[src/design/dcs_ram.sv]
// Generic one-write one-read RAM with registered read data.
module dcs_ram #(
  parameter int Width = 8,
  parameter int Depth = 16,
  localparam int AddrW = $clog2(Depth)
) (
  input  logic             clk_i,
  input  logic             we_i,
  input  logic [AddrW-1:0] waddr_i,
  input  logic [Width-1:0] wdata_i,
  input  logic [AddrW-1:0] raddr_i,
  output logic [Width-1:0] rdata_o
);

  logic [Width-1:0] mem_q [Depth];
  logic [Width-1:0] rdata_q;

  // Write port
  always_ff @(posedge clk_i) begin
    if (we_i) begin
      mem_q[waddr_i] <= wdata_i;
    end
  end

  // Registered read port
  always_ff @(posedge clk_i) begin
    rdata_q <= mem_q[raddr_i];
  end

  assign rdata_o = rdata_q;

endmodule

[config.mk]
export PLATFORM = sky130hd
export DESIGN_NAME = dcs_ram
export DESIGN_NICKNAME = d
export VERILOG_FILES = /design/src/design/dcs_ram.sv
export SDC_FILE = /design/constraint.sdc
export NUM_CORES = 1
export LEC_CHECK = 0
export BUFFER_PORTS_ARGS = -buffer_cell sky130_fd_sc_hd__buf_4
export CORE_MARGIN = 4
export CORE_UTILIZATION = 52
export DETAILED_ROUTE_END_ITERATION = 8
export GPL_TIMING_DRIVEN = 0
export PLACE_DENSITY = 0.69
export SYNTH_ARGS = -nofsm -noshare
export SYNTH_HDL_FRONTEND = slang
export SYNTH_SLANG_ARGS = --single-unit
[constraint.sdc]
create_clock -name clk_i -period 5.1 [get_ports clk_i]
set_clock_uncertainty 0.05 [all_clocks]
set_input_delay 1.02 -clock clk_i [delete_from_list [all_inputs] [get_ports clk_i]]
set_output_delay 1.02 -clock clk_i [all_outputs]
set_load 0.01 [all_outputs]
### Yosys cells after proc, flatten, opt, wreduce, memory -nomap -nowiden

Memory sizes are Yosys's and may differ from the RTL's. A register that Yosys moved wholly into a read port is not among the register bits.
Cells that the tools add are included.

* flip-flop bits (word level): 0
* bits in writable memories: 128
* input bits: 18
* output and inout port bits: 8
* memories: 1

Memories
* mem_q: words 16, width 8, read ports 1, clocked after memory_dff 1, write ports 1, RTL line 15 `logic [Width-1:0] mem_q [Depth];`

* mux-type cells: 2

Operators with widths (count)
* $mux 1: 2

### Logic depth before layout (Yosys ltp)

Gate-level depths: netlist of run 1.

* depth in word-level cells: 2
* depth in mapped cells: 5
* depth with buffers taken out: 3

### Least setup slack after synthesis of run 1

Ideal clock, no wire load.

* path type: input to register
* from: input port waddr_i[2]
* to: memory mem_q[0][0] (enable)
* library setup time: 0.383 ns
* arrival: 2.130 ns
* required time: 4.667 ns
* setup slack: 2.537 ns
* cell stages on the path: 2
* path through: or3b_2 -> nor3_1

RTL lines
* from (decl): RTL line 9 `input logic [AddrW-1:0] waddr_i,`
* to (decl): RTL line 15

No word-level cell before the write port.

### Worst setup path after layout of run 1

* from: input port waddr_i[2]
* to: memory mem_q[0][4] (enable)

No word-level cell before the write port.

==> results of run 1 <==
==> where the power goes <==
group	total, mW	internal, mW	leakage, nW	switching (mW)
logic	0.127	0.0571	0.534	0.0703
registers	1.26	1.25	1.22	0.00574
clock network	1.08	0.664	0.262	0.414
total	2.46	1.97	2.02	0.490
==> cell usage after synthesis <==
cell / count / area (sq um)
nand3b_1: 2 / 15.0
buf_6: 3 / 33.8
buf_2: 3 / 15.0
mux4_2: 18 / 405
or3b_2: 1 / 8.76
and2_1: 1 / 6.26
buf_4: 1 / 7.51
nor2_1: 13 / 48.8
nor2b_1: 1 / 6.26
edfxtp_1: 128 / 3840
and2b_1: 1 / 7.51
nor3_1: 4 / 20.0
nand2_1: 9 / 33.8
clkdlybuf4s25_2: 3 / 30.0
nand2b_1: 2 / 12.5
nand3_1: 1 / 5.00
a22oi_1: 16 / 120
mux4_1: 14 / 368
dfxtp_1: 8 / 160
==> flip-flops by register name, summed over array words and instances (netlist names) <==
register and count:
mem_q 128, rdata_o 8
==> area by class of cell <==
| cell class | count | share of cell area [%] |
|---|---|---|
| plain buffers | 10 | 1.43 |
| well taps | 133 | 2.76 |
| flip-flops and latches | 136 | 66.4 |
| clock inverters | 10 | 1.31 |
| repair buffers | 24 | 2.99 |
| clock buffers | 22 | 7.52 |
| multi-input cells | 83 | 17.5 |
==> worst max-delay path, delay by kind of cell <==
kind          cells  cell delay (ns)
simple gates      2             1.50
buf+inv           1             0.12
==> worst max path at each step <==
stage / end / startpoint / slack (ns) / cells past startpoint
floorplan: mem_q[0][0] / waddr_i[2] / 2.54 / 2
global placement: mem_q[0][7] / waddr_i[2] / 1.97 / 3
detailed placement: mem_q[0][7] / waddr_i[2] / 1.97 / 3
CTS: mem_q[0][4] / waddr_i[2] / 2.49 / 3
global route: mem_q[0][4] / waddr_i[2] / 2.41 / 3
finish: mem_q[0][4] / waddr_i[2] / 2.52 / 3
==> stage by stage <==
stage                     instances  setup WS, ns  hold slack [ns]  util (%)
after floorplan                 229          2.54            0.579         -
after global placement          386          1.97            0.605      56.7
after detailed placement        386          1.97            0.619      56.7
after CTS                       418          2.49            0.633      62.2
after global routing            418          2.41            0.645      62.2
final                           418          2.52            0.627      62.2
==> metal layers <==
metal | GRT usage [%] | share of wire [%]
met5 | 0 | 0
met4 | 6.76 | 1.4
met2 | 26.6 | 48
met1 | 25.6 | 46
met3 | 4.14 | 4.2
==> kinds of logic after synthesis <==
group	Yosys count	synth area share, %
flip-flops	136	77.8
buffers and inverters	10	1.68
multiplexers	32	15.0
AND/OR/NAND/NOR	35	3.18
AO/OA/AOI/OAI	16	2.33
==> flow_metrics.tcl, run 1 <==
set metrics [dict create \
    status "finished clean" \
    wire_per_inst_um 22.5 \
    layout_commonest_cell "edfxtp_1" \
    stdcell_area_sq_mm 0.00603 \
    coreArea_sq_mm 0.00968 \
    syn_nets 247 \
    num_rows 36 \
    cp_cell_sequence "buf_4, or3b_2, nor3_1" \
    rr_startpoint "mem_q[1][0]" \
    grt_overflow 0 \
    cts-resized-gates 0 \
    insertedDiodeCount 0 \
    clockRootBuffer "clkbuf_8" \
    cp_max_fo 8 \
    power_density_mw_per_mm2 408 \
    clk_pin_slew_ns 0.06 \
    cts_sinks 136 \
    worst_setup_path_end_kind "flip-flop" \
    critPathKind "primary input to flip-flop" \
    hold_viol 0 \
    slew-limit-headroom_pct 16.9 \
    maxSlewViolCount 0 \
    post_cts_buffers 0 \
    postCtsHoldBufs 0 \
    fillers 664 \
    initial_utilization_pct 53.2 \
    dpl_cell_area_sq_mm 0.00549 \
    final_cell_mix "edfxtp_1 (128), buf_4 (25), mux4_2 (18)" \
    routed_wl_um 9420 \
    cts_tree "done" \
    post_drt_via_cell_ratio 5.69 \
    finalCritPeriodShare_pct 50.6 \
    worst_slew_pin_slew_ns 1.24 \
    ff2ff_setup_slack_ns 3.62 \
    dp_hpwl_um 5910 \
    grt_max_degree 17 \
    min_to "rdata_o[1]" \
    dieWidth_um 107 \
    io_pins 26 \
    worst-r2r-cell-count 3 \
    first_iter_violations 173 \
    cp_slowest_cell "nor3_1" \
    synthCells 229 \
    grt_pass1_vias 2380 \
    syn_area_sq_mm 0.00515 \
    synth_cell_type_count 19 \
    tns_ns 0 \
    r2r-end "rdata_o[0]" \
    cp_slowest_stage_delay_ns 0.96 \
    io_buffers 24 \
    cp.arrival_ns 2.65 \
    synth_seq_cells 136 \
    seq_area_sq_mm 0.00400 \
    clockBufferDepth 2 \
    ys.warnings.count 0 \
    die_h_um 107 \
    cts_buffers 17 \
    multi_input_area_sq_mm 0.00106 \
    seq_area_frac_synth_pct 77.8 \
    ant_nets 0 \
    min_path_type "flip-flop to flip-flop" \
    leakagePower_nw 2.02 \
    maxCapViolations 0 \
    power_mw 2.46 \
    cts-htree-levels 4 \
    fmax_mhz 387 \
    worstPathRequired_ns 5.17 \
    drc 0 \
    finalSetupViolCount 0 \
    rsz0062_at_grt "false" \
    die_area_sq_mm 0.0116 \
    antenna_found_initial 0 \
    grt.total_usage_pct 17.7 \
    grt_pass1_wl_um 14100 \
    finalCriticalPeriod_ns 2.58 \
    clk_latency_ns 0.51 \
    hp-start "mem_q[11][1]" \
    routed-via-count 2378 \
    ir_drop_uv 197 \
    drive_above_1_share_pct 28.4 \
    syn_to_final_growth_pct 17.1 \
    gp_congestion 0.727 \
    worst_setup_path_start_kind "primary input" \
    hold_path_depth 3 \
    dr.pass1.iters 4 \
    fin_nets 290 \
    avgSynthCellArea_sq_um 22.5 \
]
No activity file was read; power rests on OpenSTA's default activity.
==> run 2: changes to the inputs <==
--- a/config.mk
+++ b/config.mk
@@ -5,6 +5,7 @@
 export SDC_FILE = /design/constraint.sdc
 export NUM_CORES = 1
 export LEC_CHECK = 0
+export ABC_AREA = 1
 export BUFFER_PORTS_ARGS = -buffer_cell sky130_fd_sc_hd__buf_4
 export CORE_MARGIN = 4
 export CORE_UTILIZATION = 52
==> constraint.sdc (replaced) <==
create_clock -name clk_i -period 2.6 [get_ports clk_i]
set_clock_uncertainty 0.05 [all_clocks]
set_input_delay 0.52 -clock clk_i [delete_from_list [all_inputs] [get_ports clk_i]]
set_output_delay 0.52 -clock clk_i [all_outputs]
set_load 0.01 [all_outputs]
==> run 2 against run 1 <==
Effect of this change:
- cell area increased by 11%
- worst hold slack lost 0.34 ns
- clock power rose by 120%
- global-route usage up 4.5 points
- critical path depth is the same
- sequential cell count is the same
- largest cell class unchanged
- highest routed layer unchanged
==> flow_metrics.tcl, run 2 <==
set metrics [dict create \
    cp.arrival_ns 1.68 \
    finalCritPeriodShare_pct 60.6 \
    leakagePower_nw 2.92 \
    fin_ws_ns 1.03 \
    intPower_mw 4.11 \
    critPathKind "primary input to flip-flop" \
    p_switching_mw 1.11 \
    grt_overflow 0 \
    cp_cell_sequence "buf_4, nand3b_1, nor2_1" \
    maxSlewViolCount 0 \
    synth_commonest_cells "nand2_1 (173), edfxtp_1 (128), inv_1 (100)" \
    power_mw 5.22 \
    seq_power_share_pct 47.2 \
    largest_register_ffs 128 \
    num_rows 38 \
    worst_slew_pin_slew_ns 0.971 \
    rsz0062_at_grt "false" \
    min_path_type "primary input to flip-flop" \
    routed-via-count 3901 \
    clk_latency_ns 0.53 \
    gp_congestion 0.896 \
    cts-resized-gates 0 \
    wire_per_inst_um 18.1 \
    ys.warnings.count 0 \
    die_area_sq_mm 0.0128 \
    finalSetupViolCount 0 \
    multi_input_area_sq_mm 0.00121 \
    synth_top_area_share_pct 66.7 \
    grt_max_degree 17 \
    fin_nets 610 \
    switching_share_pct 21.3 \
    routed_wl_um 13500 \
    dieWidth_um 113 \
    seq_area_sq_mm 0.00400 \
    synth.most_common_cell "nand2_1" \
    avgSynthCellArea_sq_um 10.5 \
    drc 0 \
    placed_cells 713 \
    postLayoutCoreUtil_pct 61.9 \
    io_pins 26 \
    grt_pass1_wl_um 20900 \
    postCtsHoldBufs 0 \
    grt.total_usage_pct 22.3 \
    drive_above_1_share_pct 12.4 \
    crit_family "simple AND/OR/NAND/NOR gates" \
    worstPathRequired_ns 2.70 \
    cts_tree "done" \
    ys_async_sr_fraction_pct 0 \
    syn_to_final_growth_pct 16.3 \
    finalCriticalPeriod_ns 1.57 \
    fmax_mhz 635 \
    status "finished clean" \
    die_h_um 113 \
    synthTopCellsByArea "edfxtp_1 (67%), nand2_1 (11%), nand3_1 (8.4%), inv_1 (6.5%), dfxtp_1 (2.8%)" \
    clockRootBuffer "clkbuf_8" \
    first_iter_violations 467 \
    cts_buffers 17 \
    slew-limit-headroom_pct 35.0 \
    yosys.area.top_type "edfxtp_1" \
    io_buffers 22 \
    pre_cts_slack_ns 0.499 \
    regMostFlops "mem_q" \
    coreArea_sq_mm 0.0108 \
    tns_ns 0 \
    seq_area_frac_synth_pct 69.4 \
    cp_slowest_stage_delay_ns 0.77 \
    combPwrFrac_pct 6.4 \
    cts-htree-levels 4 \
    pwr-share-clk_pct 46.4 \
    syn_nets 569 \
    worst_setup_path_end_kind "flip-flop" \
    fillers 834 \
    clockBufferDepth 2 \
    hold_viol 0 \
    insertedDiodeCount 0 \
    dr.pass1.iters 5 \
    cp_max_fo 8 \
    ir_drop_uv 444 \
    grt_pass1_vias 3701 \
    synth-edff-count 128 \
    cp_slowest_cell "nor2_1" \
    final_cell_mix "nand2_1 (173), edfxtp_1 (128), inv_1 (100)" \
    cp_num_buf_inv 1 \
    synth_seq_cells 136 \
    final_cells 745 \
    post_drt_via_cell_ratio 5.24 \
    initial_utilization_pct 53.2 \
    ant_nets 0 \
    synth_cell_type_count 12 \
    worst_setup_path_start_kind "primary input" \
    synthCells 551 \
    antenna_found_initial 0 \
    dp_hpwl_um 8720 \
    synth_ff_type "edfxtp_1" \
    clk_pin_slew_ns 0.06 \
    maxCapViolations 0 \
    cts_sinks 136 \
    power_density_mw_per_mm2 778 \
    layout_commonest_cell "nand2_1" \
    post_cts_buffers 0 \
    syn_area_sq_mm 0.00577 \
]
-- run 2: cell count changes after synthesis, moves of 4 or more --
cell	change
mux4_1	-14
mux4_2	-18
nor2_1	+4
inv_1	+100
nand2_1	+164
nor3_1	-4
nand3_1	+96
a22oi_1	-16
buf_2	+10
-- run 2: kinds of logic (layout without fill, tap and decap cells) --
kind of cell	count (synthesis)	in the layout	share of synthesized area [%]
AND/OR/NAND/NOR	289	289	21.0
flip-flops	136	136	69.4
buffers and inverters	126	180	9.52
-- run 2: final timing paths --
kind,from,end,slack (ns),cells past startpoint
worst min-delay path,wdata_i[5],mem_q[3][5],0.28,1
worst min register to register,mem_q[13][5],rdata_o[5],0.65,6
worst max register to register,mem_q[7][0],rdata_o[0],1.50,6
worst max-delay path,waddr_i[3],mem_q[7][2],1.03,3
-- run 2: layout make-up --
class / instances / share of cell area (%)
Buffer: 24 / 2.48
Sequential cell: 136 / 59.7
Inverter: 102 / 5.71
Timing Repair Buffer: 22 / 2.46
Multi-Input combinational cell: 289 / 18.1
Tap cell: 140 / 2.61
Clock buffer: 19 / 6.29
Clock inverter: 13 / 2.67
-- run 2: power groups by stage --
stage	registers (mW)	logic, mW	clock network (mW)
finish	2.46	0.334	2.42
global route	2.47	0.366	2.55
CTS	2.46	0.332	2.44
detailed placement	2.51	0.328	0
global placement	2.51	0.321	0
floorplan	2.52	0.173	0
-- run 2: per-layer routing --
layer / vias to the layer above / track usage [%] / routed length (um)
met5: - / 0 / 0
met2: 201 / 33.9 / 6180
met1: 1812 / 31.0 / 5640
met4: 0 / 9.13 / 392
li1: 1859 / - / -
met3: 29 / 5.35 / 1280
-- run 2: worst register-to-register path: stages, from the launching register on --
cell and delay, ns:
edfxtp_1 0.38, inv_1 0.06, nand2_1 0.04, nand3_1 0.09, nand3_1 0.11, nand3_1 0.16, nand2_1 0.09
-- run 2: per-stage QoR --
step           cell area, sq um  hold slack, ns
4_1_cts                    6710           0.270
3_5_place_dp               6110           0.627
2_1_floorplan              5770           0.557
5_1_grt                    6710           0.284
3_3_place_gp               6110           0.631
6_report                   6710           0.283
